**config.mk**
```make
export PLATFORM = sky130hd
export DESIGN_NAME = thread_scheduler_with_mutexes
export DESIGN_NICKNAME = d
export VERILOG_FILES = /design/src/sv/sched_pkg.sv /design/src/sv/sched_ctrl.sv /design/src/sv/sched_dp.sv /design/src/sv/thread_scheduler_with_mutexes.sv
export SDC_FILE = /design/constraint.sdc
export NUM_CORES = 1
export LEC_CHECK = 0
export ABC_AREA = 1
export BUFFER_PORTS_ARGS = -buffer_cell sky130_fd_sc_hd__buf_2
export CORE_UTILIZATION = 35
export CTS_CLUSTER_SIZE = 20
export DETAILED_ROUTE_END_ITERATION = 10
export GPL_ROUTABILITY_DRIVEN = 0
export MAX_ROUTING_LAYER = met4
export PLACE_DENSITY = 0.57
export SYNTH_ARGS = -nofsm -noshare
export SYNTH_HDL_FRONTEND = slang
export SYNTH_SLANG_ARGS = --single-unit
```
**constraint.sdc**
```tcl
create_clock -name clk -period 6.13 [get_ports clk]
set_clock_uncertainty 0.15 [all_clocks]
set_input_delay 0.9195 -clock clk [delete_from_list [all_inputs] [get_ports clk]]
set_output_delay 0.9195 -clock clk [all_outputs]
set_load 0.02 [all_outputs]
```
**src/sv/sched_pkg.sv**
```systemverilog
// Shared types, constants and helper functions of the thread scheduler.
package sched_pkg;

  // Sizing of the scheduler.
  localparam int THREAD_SLOTS = 4;
  localparam int MUTEX_COUNT  = 4;

  // Thread indexes run from 0 to THREAD_SLOTS, plus one code meaning "none".
  localparam int IDX_W     = $clog2(THREAD_SLOTS + 2);
  localparam int LINK_AW   = $clog2(THREAD_SLOTS + 1);
  localparam int SLOT_W    = (THREAD_SLOTS > 1) ? $clog2(THREAD_SLOTS) : 1;
  localparam int MX_W      = (MUTEX_COUNT > 1) ? $clog2(MUTEX_COUNT) : 1;

  typedef logic [IDX_W-1:0]   idx_t;
  typedef logic [LINK_AW-1:0] link_addr_t;
  typedef logic [SLOT_W-1:0]  slot_t;
  typedef logic [MX_W-1:0]    mx_idx_t;

  localparam idx_t INIT_IDX = idx_t'(THREAD_SLOTS);
  localparam idx_t NONE_IDX = idx_t'(THREAD_SLOTS + 1);

  // Request codes.
  typedef enum logic [2:0] {
    REQ_SPAWN  = 3'd0,
    REQ_YIELD  = 3'd1,
    REQ_LOCK   = 3'd2,
    REQ_UNLOCK = 3'd3,
    REQ_EXIT   = 3'd4
  } req_t;

  // Result status codes.
  typedef enum logic [2:0] {
    ST_OK          = 3'd0,
    ST_NO_SLOT     = 3'd1,
    ST_READY_EMPTY = 3'd2,
    ST_BAD_EXIT    = 3'd3,
    ST_HALTED      = 3'd4
  } status_t;

  // Which linked list a queue operation works on.
  typedef enum logic [1:0] {
    LST_FREE  = 2'd0,
    LST_READY = 2'd1,
    LST_WAIT  = 2'd2
  } list_t;

  // Input word.
  typedef struct packed {
    logic [2:0]         req_type;
    logic [1:0]         mutex_id;
    logic [15:0]        spawn_entry;
    logic signed [15:0] spawn_arg;
  } sched_in_t;

  // Result word.
  typedef struct packed {
    logic [2:0]         status;
    logic [2:0]         running_thread;
    logic [1:0]         spawned_slot;
    logic [15:0]        run_entry;
    logic signed [15:0] run_arg;
  } sched_out_t;

  // One mutex: wait queue pointers and lock bit.
  typedef struct packed {
    idx_t head;
    idx_t tail;
    logic locked;
  } mx_entry_t;

  localparam mx_entry_t MX_RESET = '{head: NONE_IDX, tail: NONE_IDX, locked: 1'b0};

  // Commands from the controller to the datapath.
  typedef struct packed {
    logic    load_req;
    logic    set_status;
    status_t status_code;
    logic    set_halt;
    logic    lock_set;
    logic    lock_clr;
    list_t   list;
    logic    push_a;
    logic    push_b;
    logic    push_slot;
    logic    pop_a;
    logic    pop_b;
    logic    pop_to_run;
    logic    fetch;
  } dp_cmd_t;

  // Status from the datapath to the controller.
  typedef struct packed {
    logic       halted;
    logic [2:0] req_type;
    logic       free_empty;
    logic       ready_empty;
    logic       wait_empty;
    logic       locked;
    logic       run_init;
    logic       sel_empty;
  } dp_sts_t;

  // Link value after reset: the free list chains the slots in order.
  function automatic idx_t link_reset(input idx_t i);
    idx_t r;
    if (i < idx_t'(THREAD_SLOTS - 1)) begin
      r = i + idx_t'(1);
    end else begin
      r = NONE_IDX;
    end
    return r;
  endfunction

  // Mutex number reduced into the range of existing mutexes.
  function automatic mx_idx_t mutex_sel(input logic [1:0] id);
    logic [7:0] v;
    v = {6'd0, id};
    for (int k = 0; k < 3; k++) begin
      if (v >= 8'(MUTEX_COUNT)) begin
        v = v - 8'(MUTEX_COUNT);
      end
    end
    return mx_idx_t'(v);
  endfunction

endpackage

```
**src/sv/sched_ctrl.sv**
```systemverilog
// Controller state machine of the thread scheduler: decodes a request into queue operations.
module sched_ctrl (
  input  logic               clk,
  input  logic               rst_n,
  input  logic               start,
  input  sched_pkg::dp_sts_t sts,
  output logic               busy,
  output logic               out_valid,
  output sched_pkg::dp_cmd_t cmd
);

  typedef enum logic [7:0] {
    S_IDLE   = 8'b0000_0001,
    S_DECIDE = 8'b0000_0010,
    S_PUSH_A = 8'b0000_0100,
    S_PUSH_B = 8'b0000_1000,
    S_POP_A  = 8'b0001_0000,
    S_POP_B  = 8'b0010_0000,
    S_FETCH  = 8'b0100_0000,
    S_RESP   = 8'b1000_0000
  } state_t;

  state_t             state_r, state_nxt;
  sched_pkg::list_t   push_list_r, push_list_nxt;
  sched_pkg::list_t   pop_list_r, pop_list_nxt;
  logic               spawn_r, spawn_nxt;

  // Next state, plan of queue operations and datapath commands.
  always_comb begin
    state_nxt       = state_r;
    push_list_nxt   = push_list_r;
    pop_list_nxt    = pop_list_r;
    spawn_nxt       = spawn_r;
    cmd             = '0;
    cmd.list        = sched_pkg::LST_FREE;
    cmd.status_code = sched_pkg::ST_OK;
    unique case (state_r)
      S_IDLE: begin
        if (start) begin
          cmd.load_req = 1'b1;
          state_nxt    = S_DECIDE;
        end
      end
      S_DECIDE: begin
        state_nxt = S_FETCH;
        spawn_nxt = 1'b0;
        if (sts.halted) begin
          cmd.set_status  = 1'b1;
          cmd.status_code = sched_pkg::ST_HALTED;
        end else begin
          case (sts.req_type)
            sched_pkg::REQ_SPAWN: begin
              if (sts.free_empty) begin
                cmd.set_status  = 1'b1;
                cmd.status_code = sched_pkg::ST_NO_SLOT;
                cmd.set_halt    = 1'b1;
              end else begin
                spawn_nxt     = 1'b1;
                pop_list_nxt  = sched_pkg::LST_FREE;
                push_list_nxt = sched_pkg::LST_READY;
                state_nxt     = S_POP_A;
              end
            end
            sched_pkg::REQ_YIELD: begin
              push_list_nxt = sched_pkg::LST_READY;
              pop_list_nxt  = sched_pkg::LST_READY;
              state_nxt     = S_PUSH_A;
            end
            sched_pkg::REQ_LOCK: begin
              if (!sts.locked) begin
                cmd.lock_set = 1'b1;
              end else if (sts.ready_empty) begin
                cmd.set_status  = 1'b1;
                cmd.status_code = sched_pkg::ST_READY_EMPTY;
                cmd.set_halt    = 1'b1;
              end else begin
                push_list_nxt = sched_pkg::LST_WAIT;
                pop_list_nxt  = sched_pkg::LST_READY;
                state_nxt     = S_PUSH_A;
              end
            end
            sched_pkg::REQ_UNLOCK: begin
              if (!sts.wait_empty) begin
                push_list_nxt = sched_pkg::LST_READY;
                pop_list_nxt  = sched_pkg::LST_WAIT;
                state_nxt     = S_PUSH_A;
              end else begin
                cmd.lock_clr = 1'b1;
              end
            end
            sched_pkg::REQ_EXIT: begin
              if (sts.run_init) begin
                cmd.set_status  = 1'b1;
                cmd.status_code = sched_pkg::ST_BAD_EXIT;
              end else if (sts.ready_empty) begin
                cmd.set_status  = 1'b1;
                cmd.status_code = sched_pkg::ST_READY_EMPTY;
                cmd.set_halt    = 1'b1;
              end else begin
                push_list_nxt = sched_pkg::LST_FREE;
                pop_list_nxt  = sched_pkg::LST_READY;
                state_nxt     = S_PUSH_A;
              end
            end
            default: begin
            end
          endcase
        end
      end
      S_PUSH_A: begin
        cmd.push_a    = 1'b1;
        cmd.list      = push_list_r;
        cmd.push_slot = spawn_r;
        if (!sts.sel_empty) begin
          state_nxt = S_PUSH_B;
        end else if (spawn_r) begin
          state_nxt = S_FETCH;
        end else begin
          state_nxt = S_POP_A;
        end
      end
      S_PUSH_B: begin
        cmd.push_b    = 1'b1;
        cmd.list      = push_list_r;
        cmd.push_slot = spawn_r;
        state_nxt     = spawn_r ? S_FETCH : S_POP_A;
      end
      S_POP_A: begin
        cmd.pop_a = 1'b1;
        cmd.list  = pop_list_r;
        state_nxt = S_POP_B;
      end
      S_POP_B: begin
        cmd.pop_b      = 1'b1;
        cmd.list       = pop_list_r;
        cmd.pop_to_run = !spawn_r;
        state_nxt      = spawn_r ? S_PUSH_A : S_FETCH;
      end
      S_FETCH: begin
        cmd.fetch = 1'b1;
        state_nxt = S_RESP;
      end
      S_RESP: begin
        state_nxt = S_IDLE;
      end
      default: begin
        state_nxt = S_IDLE;
      end
    endcase
  end

  // State and plan registers.
  always_ff @(posedge clk) begin
    if (!rst_n) begin
      state_r     <= S_IDLE;
      push_list_r <= sched_pkg::LST_FREE;
      pop_list_r  <= sched_pkg::LST_FREE;
      spawn_r     <= 1'b0;
    end else begin
      state_r     <= state_nxt;
      push_list_r <= push_list_nxt;
      pop_list_r  <= pop_list_nxt;
      spawn_r     <= spawn_nxt;
    end
  end

  assign busy      = (state_r != S_IDLE);
  assign out_valid = (state_r == S_RESP);

endmodule

```
**src/sv/sched_dp.sv**
```systemverilog
// Datapath of the thread scheduler: link table, queue pointers, mutex store and slot store.
module sched_dp (
  input  logic                  clk,
  input  logic                  rst_n,
  input  sched_pkg::sched_in_t  in_word,
  input  sched_pkg::dp_cmd_t    cmd,
  output sched_pkg::dp_sts_t    sts,
  output sched_pkg::sched_out_t out_word
);

  // Latched request.
  logic [2:0]                 req_r;
  sched_pkg::mx_idx_t         m_r;
  logic [15:0]                entry_in_r;
  logic signed [15:0]         arg_in_r;

  // Queue pointers; the wait queue of the addressed mutex is a working copy.
  sched_pkg::idx_t free_head_r, free_head_nxt, free_tail_r, free_tail_nxt;
  sched_pkg::idx_t ready_head_r, ready_head_nxt, ready_tail_r, ready_tail_nxt;
  sched_pkg::idx_t wh_r, wh_nxt, wt_r, wt_nxt;
  logic            lk_r, lk_nxt;

  sched_pkg::idx_t    running_r, popped_r, slot_r;
  logic               halted_r;
  sched_pkg::status_t status_r;
  logic [1:0]         spawned_r;
  logic [15:0]        run_entry_r;
  logic signed [15:0] run_arg_r;

  // Link table with valid bits; an entry not yet written reads its reset link.
  sched_pkg::idx_t             link_mem [0:sched_pkg::THREAD_SLOTS];
  logic [sched_pkg::THREAD_SLOTS:0] link_vld_r;
  sched_pkg::idx_t             link_rd_r;

  // Mutex store with valid bits.
  sched_pkg::mx_entry_t            mx_mem [0:sched_pkg::MUTEX_COUNT-1];
  logic [sched_pkg::MUTEX_COUNT-1:0] mx_vld_r;

  // Slot store of entry addresses and arguments.
  logic [15:0]        entry_mem [0:sched_pkg::THREAD_SLOTS-1];
  logic signed [15:0] arg_mem   [0:sched_pkg::THREAD_SLOTS-1];

  sched_pkg::mx_idx_t  m_in;
  sched_pkg::idx_t     head_sel, tail_sel, push_p, hd_new, tl_new;
  logic                hd_we, tl_we;
  logic                link_we;
  sched_pkg::idx_t     link_wa, link_wd;
  sched_pkg::link_addr_t link_wa_a, link_ra_a;
  sched_pkg::slot_t    pop_slot, run_slot;

  assign m_in      = sched_pkg::mutex_sel(in_word.mutex_id);
  assign push_p    = cmd.push_slot ? slot_r : running_r;
  assign link_ra_a = sched_pkg::link_addr_t'(head_sel);
  assign pop_slot  = sched_pkg::slot_t'(popped_r);
  assign run_slot  = sched_pkg::slot_t'(running_r);

  // Head and tail of the list that the current operation addresses.
  always_comb begin
    case (cmd.list)
      sched_pkg::LST_READY: begin
        head_sel = ready_head_r;
        tail_sel = ready_tail_r;
      end
      sched_pkg::LST_WAIT: begin
        head_sel = wh_r;
        tail_sel = wt_r;
      end
      default: begin
        head_sel = free_head_r;
        tail_sel = free_tail_r;
      end
    endcase
  end

  // New pointer values of a push or pop step.
  always_comb begin
    hd_we  = 1'b0;
    tl_we  = 1'b0;
    hd_new = head_sel;
    tl_new = tail_sel;
    if (cmd.push_a && (head_sel == sched_pkg::NONE_IDX)) begin
      hd_we  = 1'b1;
      tl_we  = 1'b1;
      hd_new = push_p;
      tl_new = push_p;
    end
    if (cmd.push_b) begin
      tl_we  = 1'b1;
      tl_new = push_p;
    end
    if (cmd.pop_b) begin
      hd_we  = 1'b1;
      hd_new = link_rd_r;
      if (link_rd_r == sched_pkg::NONE_IDX) begin
        tl_we  = 1'b1;
        tl_new = sched_pkg::NONE_IDX;
      end
    end
  end

  // Steer the pointer update to the addressed list.
  always_comb begin
    free_head_nxt  = free_head_r;
    free_tail_nxt  = free_tail_r;
    ready_head_nxt = ready_head_r;
    ready_tail_nxt = ready_tail_r;
    wh_nxt         = wh_r;
    wt_nxt         = wt_r;
    case (cmd.list)
      sched_pkg::LST_READY: begin
        if (hd_we) ready_head_nxt = hd_new;
        if (tl_we) ready_tail_nxt = tl_new;
      end
      sched_pkg::LST_WAIT: begin
        if (hd_we) wh_nxt = hd_new;
        if (tl_we) wt_nxt = tl_new;
      end
      default: begin
        if (hd_we) free_head_nxt = hd_new;
        if (tl_we) free_tail_nxt = tl_new;
      end
    endcase
    lk_nxt = lk_r;
    if (cmd.lock_set) lk_nxt = 1'b1;
    if (cmd.lock_clr) lk_nxt = 1'b0;
  end

  // Link table write: the pushed entry ends its list, then the old tail points at it.
  assign link_we   = cmd.push_a || cmd.push_b;
  assign link_wa   = cmd.push_a ? push_p : tail_sel;
  assign link_wd   = cmd.push_a ? sched_pkg::NONE_IDX : push_p;
  assign link_wa_a = sched_pkg::link_addr_t'(link_wa);

  // Control state with reset.
  always_ff @(posedge clk) begin
    if (!rst_n) begin
      free_head_r  <= sched_pkg::idx_t'(0);
      free_tail_r  <= sched_pkg::idx_t'(sched_pkg::THREAD_SLOTS - 1);
      ready_head_r <= sched_pkg::NONE_IDX;
      ready_tail_r <= sched_pkg::NONE_IDX;
      running_r    <= sched_pkg::INIT_IDX;
      halted_r     <= 1'b0;
      link_vld_r   <= '0;
      mx_vld_r     <= '0;
    end else begin
      free_head_r  <= free_head_nxt;
      free_tail_r  <= free_tail_nxt;
      ready_head_r <= ready_head_nxt;
      ready_tail_r <= ready_tail_nxt;
      if (cmd.pop_b && cmd.pop_to_run) begin
        running_r <= popped_r;
      end
      if (cmd.set_halt) begin
        halted_r <= 1'b1;
      end
      if (link_we) begin
        link_vld_r[link_wa_a] <= 1'b1;
      end
      if (cmd.fetch) begin
        mx_vld_r[m_r] <= 1'b1;
      end
    end
  end

  // Request latch, mutex read and working copy.
  always_ff @(posedge clk) begin
    if (cmd.load_req) begin
      req_r      <= in_word.req_type;
      m_r        <= m_in;
      entry_in_r <= in_word.spawn_entry;
      arg_in_r   <= in_word.spawn_arg;
      status_r   <= sched_pkg::ST_OK;
      spawned_r  <= 2'd0;
      if (mx_vld_r[m_in]) begin
        {wh_r, wt_r, lk_r} <= mx_mem[m_in];
      end else begin
        {wh_r, wt_r, lk_r} <= sched_pkg::MX_RESET;
      end
    end else begin
      wh_r <= wh_nxt;
      wt_r <= wt_nxt;
      lk_r <= lk_nxt;
      if (cmd.set_status) begin
        status_r <= cmd.status_code;
      end
      if (cmd.pop_b && !cmd.pop_to_run) begin
        spawned_r <= 2'(popped_r);
      end
    end
  end

  // Link table port: one write, one registered read of the list head.
  always_ff @(posedge clk) begin
    if (link_we) begin
      link_mem[link_wa_a] <= link_wd;
    end
    if (cmd.pop_a) begin
      popped_r <= head_sel;
      if (link_vld_r[link_ra_a]) begin
        link_rd_r <= link_mem[link_ra_a];
      end else begin
        link_rd_r <= sched_pkg::link_reset(head_sel);
      end
    end
  end

  // Slot store: written when a spawn takes its slot, read for the running thread.
  always_ff @(posedge clk) begin
    if (cmd.pop_b && !cmd.pop_to_run) begin
      slot_r              <= popped_r;
      entry_mem[pop_slot] <= entry_in_r;
      arg_mem[pop_slot]   <= arg_in_r;
    end
    if (cmd.fetch) begin
      if (running_r != sched_pkg::INIT_IDX) begin
        run_entry_r <= entry_mem[run_slot];
        run_arg_r   <= arg_mem[run_slot];
      end else begin
        run_entry_r <= 16'd0;
        run_arg_r   <= 16'sd0;
      end
    end
  end

  // Mutex store write-back at the end of each request.
  always_ff @(posedge clk) begin
    if (cmd.fetch) begin
      mx_mem[m_r] <= {wh_r, wt_r, lk_r};
    end
  end

  // Status towards the controller.
  always_comb begin
    sts.halted      = halted_r;
    sts.req_type    = req_r;
    sts.free_empty  = (free_head_r == sched_pkg::NONE_IDX);
    sts.ready_empty = (ready_head_r == sched_pkg::NONE_IDX);
    sts.wait_empty  = (wh_r == sched_pkg::NONE_IDX);
    sts.locked      = lk_r;
    sts.run_init    = (running_r == sched_pkg::INIT_IDX);
    sts.sel_empty   = (head_sel == sched_pkg::NONE_IDX);
  end

  // Result word.
  always_comb begin
    out_word.status         = status_r;
    out_word.running_thread = 3'(running_r);
    out_word.spawned_slot   = spawned_r;
    out_word.run_entry      = run_entry_r;
    out_word.run_arg        = run_arg_r;
  end

  // A list is empty at its head exactly when it is empty at its tail.
  a_free_ends: assert property (@(posedge clk) disable iff (!rst_n)
    (free_head_r == sched_pkg::NONE_IDX) == (free_tail_r == sched_pkg::NONE_IDX))
    else $error("free list head and tail disagree on emptiness");

  a_ready_ends: assert property (@(posedge clk) disable iff (!rst_n)
    (ready_head_r == sched_pkg::NONE_IDX) == (ready_tail_r == sched_pkg::NONE_IDX))
    else $error("ready queue head and tail disagree on emptiness");

  // Some thread always runs.
  a_running_valid: assert property (@(posedge clk) disable iff (!rst_n)
    running_r != sched_pkg::NONE_IDX)
    else $error("running thread is the empty code");

  // A pop is only started on a non-empty list.
  a_pop_nonempty: assert property (@(posedge clk) disable iff (!rst_n)
    cmd.pop_a |-> (head_sel != sched_pkg::NONE_IDX))
    else $error("pop issued on an empty list");

  // Once halted, the block stays halted until reset.
  a_halt_sticky: assert property (@(posedge clk) disable iff (!rst_n)
    halted_r |=> halted_r)
    else $error("halt flag cleared without reset");

endmodule

```
**src/sv/thread_scheduler_with_mutexes.sv**
```systemverilog
// Top level of the hardware thread scheduler with mutexes.
//
// Usage: present a request word on in_word and raise start; the word is taken at
// a rising edge where start is high and busy is low. busy stays high until the
// result has been shown. Each request gives exactly one result word on out_word,
// marked by out_valid for a single cycle; the receiver cannot hold it off.
// A request that moves no queue entry (lock of a free mutex, unlock with no waiter,
// errors, halted) passes from the decide state through fetch to the result state;
// yield, blocking lock, handing unlock, exit and spawn add queue steps in between.
// They work on the link table: a push takes one write, plus a second when the list
// already holds an entry, and a pop takes a registered read and an update. A new
// request is taken in the cycle after out_valid.
// Reset (rst_n low, synchronous) empties the ready and wait queues, frees all
// slots, unlocks all mutexes, clears the halt flag and makes the initial thread
// run. After a panic the block answers every request with the halted status.
module thread_scheduler_with_mutexes (
  input  logic                  clk,
  input  logic                  rst_n,
  input  logic                  start,
  output logic                  busy,
  input  sched_pkg::sched_in_t  in_word,
  output logic                  out_valid,
  output sched_pkg::sched_out_t out_word
);

  sched_pkg::dp_cmd_t cmd;
  sched_pkg::dp_sts_t sts;

  // Request sequencer.
  sched_ctrl u_ctrl (
    .clk       (clk),
    .rst_n     (rst_n),
    .start     (start),
    .sts       (sts),
    .busy      (busy),
    .out_valid (out_valid),
    .cmd       (cmd)
  );

  // Queues, mutexes and thread slots.
  sched_dp u_dp (
    .clk      (clk),
    .rst_n    (rst_n),
    .in_word  (in_word),
    .cmd      (cmd),
    .sts      (sts),
    .out_word (out_word)
  );

endmodule

```
==> out/summary.txt, run 1 <==
======================================================================================
Sequential cell area fraction in the yosys report                                71.5%
All-Layer GR Usage                                                               15.8%
Number of maximum-capacitance constraint violations                                  0
Y dimension of the die                                                          187 µm
Via count of the first global-routing pass                                       7,275
Worst Max-Slew Pin Slew                                                       0.725 ns
Primary flip-flop cell chosen by synthesis mapping                            edfxtp_1
CTS tree                                                                          done
Die area                                                                    0.0349 mm²
Standard-cell row count                                                             67
Max Freq                                                                       244 MHz
Setup repair after global routing missed its margin                                 no
Final max-slew violation count                                                       0
Req. time, crit path                                                           6.24 ns
Final std cell area, no fill                                                0.0139 mm²
Slew Limit Headroom                                                              51.6%
Status                                                                       completed
Critical path cell sequence                                               inv_1 -> nand2_4 -> nor2_8 -> nand2_2 -> nand2_8 -> inv_1 -> o22ai_1 -> inv_1 -> ha_1 -> inv_2 -> nand3_1 -> nand2_2 -> clkinv_1 -> ha_1 -> inv_1 -> nor2_4 -> nand2_4 -> nand2_4 -> inv_4 -> nand2_1 -> nand3_1 -> o21ai_1
Clk Latency, worst-skew pair                                                   0.51 ns
Port buffer count                                                                   81
Worst Setup End Kind                                                              flop
Synthesized-area fraction occupied by adder cells                               0.419%
CTS Buf Count                                                                       34
Synth cell types                                                                    42
PD cells                                                                    306 mW/mm²
Synthesized netlist net count                                                    1,076
Arrival time at the worst endpoint                                             4.20 ns
Count of endpoints failing setup in the final report                                 0
Starting utilization of the core area                                            35.6%
Placement-stage worst setup slack                                              2.05 ns
Post-CTS Setup Bufs                                                                  0
Class of the most critical setup path                                     flop to flop
Library cell contributing the largest single delay on the critical path           ha_1
Post-CTS resize count                                                                0
I/O Pins                                                                            82
Min setup slack post-route                                                     2.04 ns
Placeable Area                                                              0.0335 mm²
Post-synth EDFFs                                                                   256
Portion of netlist area occupied by mux cells                                       0%
Hold WS                                                                       0.300 ns
Clock transition at the registers of the reported paths                        0.05 ns
Global route total overflow                                                          0
Wire length of the first global-routing pass                                 41,300 µm
Placed standard-cell area                                                   0.0129 mm²
Static leakage power                                                           5.04 nW
Die width                                                                       187 µm
Total wire length                                                            26,800 µm
Synth Area in Simple Gates                                                       14.2%
Classification of the worst-slack hold path                               flop to flop
Post-detailed-placement half-perimeter wirelength                            16,800 µm
CP dominant cell by count                                                        inv_1
Final Hold Fails                                                                     0
Maximum fanout along the worst path                                                 14
CTS HTree Levels                                                                     2
Number of diodes added for antenna fixing                                            0
Crit path largest cell delay                                                   0.38 ns
Deepest clock path buffer count                                                      3
Cell area after technology mapping                                          0.0120 mm²
Antenna violations before repair                                                     1
Growth of design area from synthesis to finish                                   16.6%
Number of clock sinks                                                              299
Parity-gate share of the synthesized area counting xor and xnor cells               0%
TNS Setup                                                                         0 ns
Share of synthesized flip-flops with an asynchronous set or reset                   0%
Count of nets left with antenna violations after detail routing                      0
Root buffer cell                                                             clkbuf_16
Routed vias/inst                                                                  4.81
Drt pass-1 iters                                                                     5
Area fraction in compound gates after synthesis                                  9.54%
Leading cell type by number of instances after synthesis                      edfxtp_1
Leading area contributor after synthesis                                      edfxtp_1
Flop and latch count out of synthesis                                              299
Synth top area share                                                             64.3%
Syn Inst Count                                                                   1,032
Number of warning messages in the yosys log                                          0
Combinational family with the most area after synthesis                   simple AND/OR/NAND/NOR gates
Layout cells sized above 1                                                       16.5%
Largest net degree at the start of global routing                                   45
Most common library cells after synthesis                                 edfxtp_1, nor2_1, nand2_1, o21ai_0, inv_1
Via count                                                                        7,698
Startpoint type of the worst setup path                                           flop
R2R Setup Slk                                                                  2.04 ns
Hold Buf Count CTS                                                                   0
Post-route DRC                                                                       0
Final net count                                                                  1,170
Worst-case vdd ir drop                                                          153 µV
First-iteration detailed-routing DRC count                                         538
Final min period                                                               4.09 ns
Detailed-route wire length per cell                                            16.8 µm
Area contributors post-synth                                              edfxtp_1, dfxtp_1, nor2_1, o21ai_0, nand2_1
Period utilisation layout                                                        66.7%
Mean instance size in the synthesized netlist                                 11.6 µm²
======================================================================================
cell families (layout without fill, tap and decap cells):
family | count (synthesis) | count (layout)
flip-flops | 299 | 299
AND/OR/NAND/NOR | 386 | 386
adder cells (fa/ha/maj) | 4 | 4
AO/OA/AOI/OAI | 213 | 213
buffers and inverters | 130 | 249
stage by stage:
stage	instances	util (%)	total power [mW]
after floorplan	1032	-	2.36
after global placement	1538	38.4	2.42
after detailed placement	1538	38.4	2.42
after CTS	1599	41.6	4.32
after global routing	1599	41.6	4.41
final	1599	41.6	4.27
worst max-delay path: cells and delay by family, from the launching register on:
family                   cells  cell delay (ns)
buffers and inverters        7             1.07
flip-flops                   1             0.32
AND/OR/NAND/NOR             11             1.32
AO/OA/AOI/OAI                2             0.30
adder cells (fa/ha/maj)      2             0.66
layer usage:
layer  track usage (%)  up-vias  share of wire (%)
li1                  -     3762                  -
met1              20.7     3710                 46
met2              24.8      177                 47
met3              2.61       49                4.7
met4              5.58        0                2.6
met5                 -        -                  0
cell type report:
| type | count | area [µm²] |
|---|---|---|
| sequential | 299 | 8550 |
| clock inverter | 16 | 143 |
| tap | 448 | 561 |
| inverter | 93 | 352 |
| multi-input combinational | 603 | 2920 |
| fill | 3181 | 19600 |
| clock buffer | 45 | 902 |
| timing repair buffer | 95 | 510 |
placed cells by master (no fill, tap or decap), types with 3 or more instances in the layout:
master / count
inv_2: 11
clkinv_1: 11
nor3_1: 4
nor4_1: 3
clkbuf_1: 10
o21ai_1: 8
inv_1: 78
buf_4: 14
or2_2: 3
o21ai_2: 4
nand2_1: 114
edfxtp_1: 256
nor2_4: 3
inv_6: 3
o211ai_1: 6
nand4_1: 3
ha_1: 4
dfxtp_1: 42
clkbuf_16: 34
nand2_2: 9
nor2_2: 4
o21ai_0: 110
a21oi_1: 67
a31oi_1: 3
buf_2: 81
nor2_1: 192
nand3_1: 34
o22ai_1: 9
nand2_4: 5
report_power, final:
part,switching [mW],internal (mW)
registers,0.0284,2.25
logic,0.0698,0.0274
clock network,0.766,1.12
total,0.864,3.40
state kept, by name, summed over array words and instances (netlist names), 4 cells and up:
register	cells
u_ctrl.state_r	8
u_dp.arg_in_r	16
u_dp.arg_mem	64
u_dp.entry_in_r	16
u_dp.entry_mem	64
u_dp.link_mem	15
u_dp.link_vld_r	5
u_dp.mx_mem	28
u_dp.mx_vld_r	4
u_dp.run_arg_r	16
u_dp.run_entry_r	16
path summary, 6_finish.rpt:
path         cells after the start                              end                       startpoint
min reg2reg                      2  u_dp.link_vld_r[0]$_SDFFE_PN0P_  u_dp.link_vld_r[0]$_SDFFE_PN0P_
min                              2  u_dp.link_vld_r[0]$_SDFFE_PN0P_  u_dp.link_vld_r[0]$_SDFFE_PN0P_
max                             22           u_dp.wt_r[1]$_DFFE_PP_   u_ctrl.state_r[6]$_SDFFE_PN0P_
max reg2reg                     22           u_dp.wt_r[1]$_DFFE_PP_   u_ctrl.state_r[6]$_SDFFE_PN0P_
(Power assumes the default switching activity.)
==> run 2, diff against run 1 <==
- ABC_AREA: 1 -> 0
- PLACE_DENSITY: 0.57 -> 0.59
- clock period: 6.13 -> 3.44 ns (I/O delays scaled with it)
==> run 2 against run 1 <==
  * The run now ends with negative setup slack left
  * Power increased by 82%
  * Final cell count decreased by 14%
  * Sequential share of layout area decreased by 2.1 points
  * Flip-flop and latch count unchanged
  * Area after synthesis decreased by 2.0%
  * Critical endpoint is now u_dp.wh_r[1]$_DFFE_PP_
==> out/summary.txt, run 2 <==
======================================================================================
Area contributors post-synth                                              edfxtp_1, dfxtp_1, mux2i_1, a221oi_1, a21oi_1
Crit path largest cell delay                                                   0.53 ns
Library cell contributing the largest single delay on the critical path          or4_4
Placed standard-cell area                                                   0.0131 mm²
Total wire length                                                            25,800 µm
Worst Max-Slew Pin Slew                                                        1.09 ns
Via count                                                                        7,082
Top Registers                                                             u_dp.arg_mem x64, u_dp.entry_mem x64, u_dp.mx_mem x28
Critical path cell sequence                                               or4_4 -> or2_4 -> a21oi_4 -> a22o_1 -> inv_1 -> ha_4 -> a221o_1 -> nand2_2 -> inv_4 -> ha_4 -> or3b_4 -> buf_6 -> nor2_2 -> a22oi_2 -> a31oi_1
Final net count                                                                    953
Portion of netlist area occupied by mux cells                                    5.95%
Clk Latency, worst-skew pair                                                   0.51 ns
Synthesized netlist net count                                                      805
Final Hold Fails                                                                     0
Detailed-route wire length per cell                                            18.7 µm
Die width                                                                       185 µm
Sequential cell area fraction in the yosys report                                73.0%
Post-synth EDFFs                                                                   256
Arrival time at the worst endpoint                                             3.63 ns
Reg-to-reg critical path startpoint                                       u_ctrl.state_r[2]$_SDFFE_PN0P_
Slew Limit Headroom                                                              27.4%
Startpoint type of the worst setup path                                           flop
CTS Buf Count                                                                       34
Synth top area share                                                             65.6%
Class of the most critical setup path                                     flop to flop
Most common library cells after synthesis                                 edfxtp_1, a21oi_1, mux2i_1, dfxtp_1, a221oi_1
Starting utilization of the core area                                            35.8%
Parity-gate share of the synthesized area counting xor and xnor cells           0.150%
Worst Setup End Kind                                                              flop
Setup repair after global routing missed its margin                                yes
CTS HTree Levels                                                                     2
Global route total overflow                                                          0
Critical path launch point                                                u_ctrl.state_r[2]$_SDFFE_PN0P_
Post-route DRC                                                                       0
Violated checks                                                           negative setup slack
TNS Setup                                                                    -0.979 ns
Combinational family with the most area after synthesis                   compound AO/OA/AOI/OAI gates
Growth of design area from synthesis to finish                                   23.3%
Most frequent standard cell in the layout excluding fill and tap cells        edfxtp_1
Die area                                                                    0.0342 mm²
Drt pass-1 iters                                                                     5
Static leakage power                                                           4.90 nW
Count of endpoints failing setup in the final report                                22
Layout cells sized above 1                                                       28.7%
Maximum fanout along the worst path                                                  4
Deepest clock path buffer count                                                      3
First-iteration detailed-routing DRC count                                         404
Final std cell area, no fill                                                0.0144 mm²
Period utilisation layout                                                         103%
Number of clock sinks                                                              299
Root buffer cell                                                             clkbuf_16
Port buffer count                                                                   81
Synth Area in Simple Gates                                                       7.20%
Area fraction in compound gates after synthesis                                  11.1%
Most used cells in the layout excluding fill and tap cells                edfxtp_1, buf_2, buf_4, a21oi_1, mux2i_1
Status                                                                    complete, but fails checks
Largest net degree at the start of global routing                                   72
Syn Inst Count                                                                     761
Clock transition at the registers of the reported paths                        0.06 ns
Min setup slack post-route                                                  -0.0951 ns
Share of synthesized flip-flops with an asynchronous set or reset                   0%
Fin cells                                                                        1,377
I/O Pins                                                                            82
Standard-cell row count                                                             66
Wire length of the first global-routing pass                                 40,200 µm
CP dominant cell by count                                                         ha_4
Post-placement cell count                                                        1,306
Final core area utilization                                                      44.2%
Routed vias/inst                                                                  5.14
Leading area contributor after synthesis                                      edfxtp_1
Cell area after technology mapping                                          0.0117 mm²
Number of maximum-capacitance constraint violations                                  0
Classification of the worst-slack hold path                               primary input to flop
Number of warning messages in the yosys log                                          0
CTS tree                                                                          done
Req. time, crit path                                                           3.54 ns
Leading cell type by number of instances after synthesis                      edfxtp_1
Antenna violations before repair                                                     2
Final max-slew violation count                                                       0
Synthesized-area fraction occupied by adder cells                               0.427%
Placeable Area                                                              0.0327 mm²
Via count of the first global-routing pass                                       7,050
Mean instance size in the synthesized netlist                                 15.4 µm²
Max Freq                                                                       283 MHz
Post-detailed-placement half-perimeter wirelength                            16,300 µm
Hold path start                                                            in_word[17]
Flop and latch count out of synthesis                                              299
All-Layer GR Usage                                                               15.7%
Count of nets left with antenna violations after detail routing                      0
Primary flip-flop cell chosen by synthesis mapping                            edfxtp_1
PD cells                                                                    537 mW/mm²
Synth cell types                                                                    71
Final min period                                                               3.54 ns
Worst-case vdd ir drop                                                          288 µV
Y dimension of the die                                                          185 µm
======================================================================================
[run 2: path summary, 6_finish.rpt]
check                                 endpoint  slack (ns)  depth (start not counted)
setup / recovery        u_dp.wh_r[1]$_DFFE_PP_        -0.1                         15
hold / removal    u_dp.entry_in_r[1]$_DFFE_PP_        0.03                          1
setup reg to reg        u_dp.wh_r[1]$_DFFE_PP_        -0.1                         15
hold reg to reg       u_dp.slot_r[2]$_DFFE_PP_        0.31                          0
[run 2: final cells by class]
| class | instances | area [µm²] |
|---|---|---|
| antenna | 2 | 5.00 |
| clock buffer | 50 | 952 |
| clock inverter | 10 | 75.1 |
| fill | 2929 | 18300 |
| inverter | 16 | 76.3 |
| multi-input combinational | 403 | 3170 |
| sequential | 299 | 8550 |
| tap | 442 | 553 |
| timing repair buffer | 155 | 1060 |
[run 2: repair_timing]
item,CTS,global route
endpoints found under the setup margin,43,47
endpoints found under the hold margin,0,0
setup buffers,5,5
hold buffers,0,0
resized for setup,21,28
pin swaps,7,11
[run 2: power by group]
part / switching, mW / total (mW) / leakage, nW / internal, mW
combinational: 0.200 / 0.327 / 1.72 / 0.127
clock: 1.36 / 3.29 / 0.494 / 1.93
sequential: 0.0865 / 4.14 / 2.69 / 4.05
[run 2: cells by family after synthesis]
family / Yosys count
mux: 59
simple gates: 150
compound gates: 188
xor+xnor: 2
flops: 299
fa+ha+maj: 4
buf+inv: 59
[run 2: critical path: cells and delay by family, from the launching register on]
kind	cells	cell delay (ns)
AOI/OAI and AO/OA	5	1.00
adders and majority gates	2	0.32
buffers and inverters	3	0.27
DFF	1	0.31
and+or+nand+nor	5	1.22
[run 2: routing by layer]
metal | vias up | track usage, % | share of wire (%)
met5 | - | - | 0
met1 | 3540 | 20.1 | 45
met4 | 0 | 4.66 | 2.5
met3 | 51 | 3.32 | 4.9
met2 | 157 | 25.2 | 48
li1 | 3334 | - | -
[run 2: stage by stage]
step	hold WS, ns	setup slack [ns]	power, mW
CTS	0.00378	-0.0323	7.84
global placement	0.286	-0.149	4.52
floorplan	0.276	-0.466	4.37
global route	0.00843	-0.228	8.04
finish	0.0280	-0.0951	7.75
detailed placement	0.289	-0.189	4.53
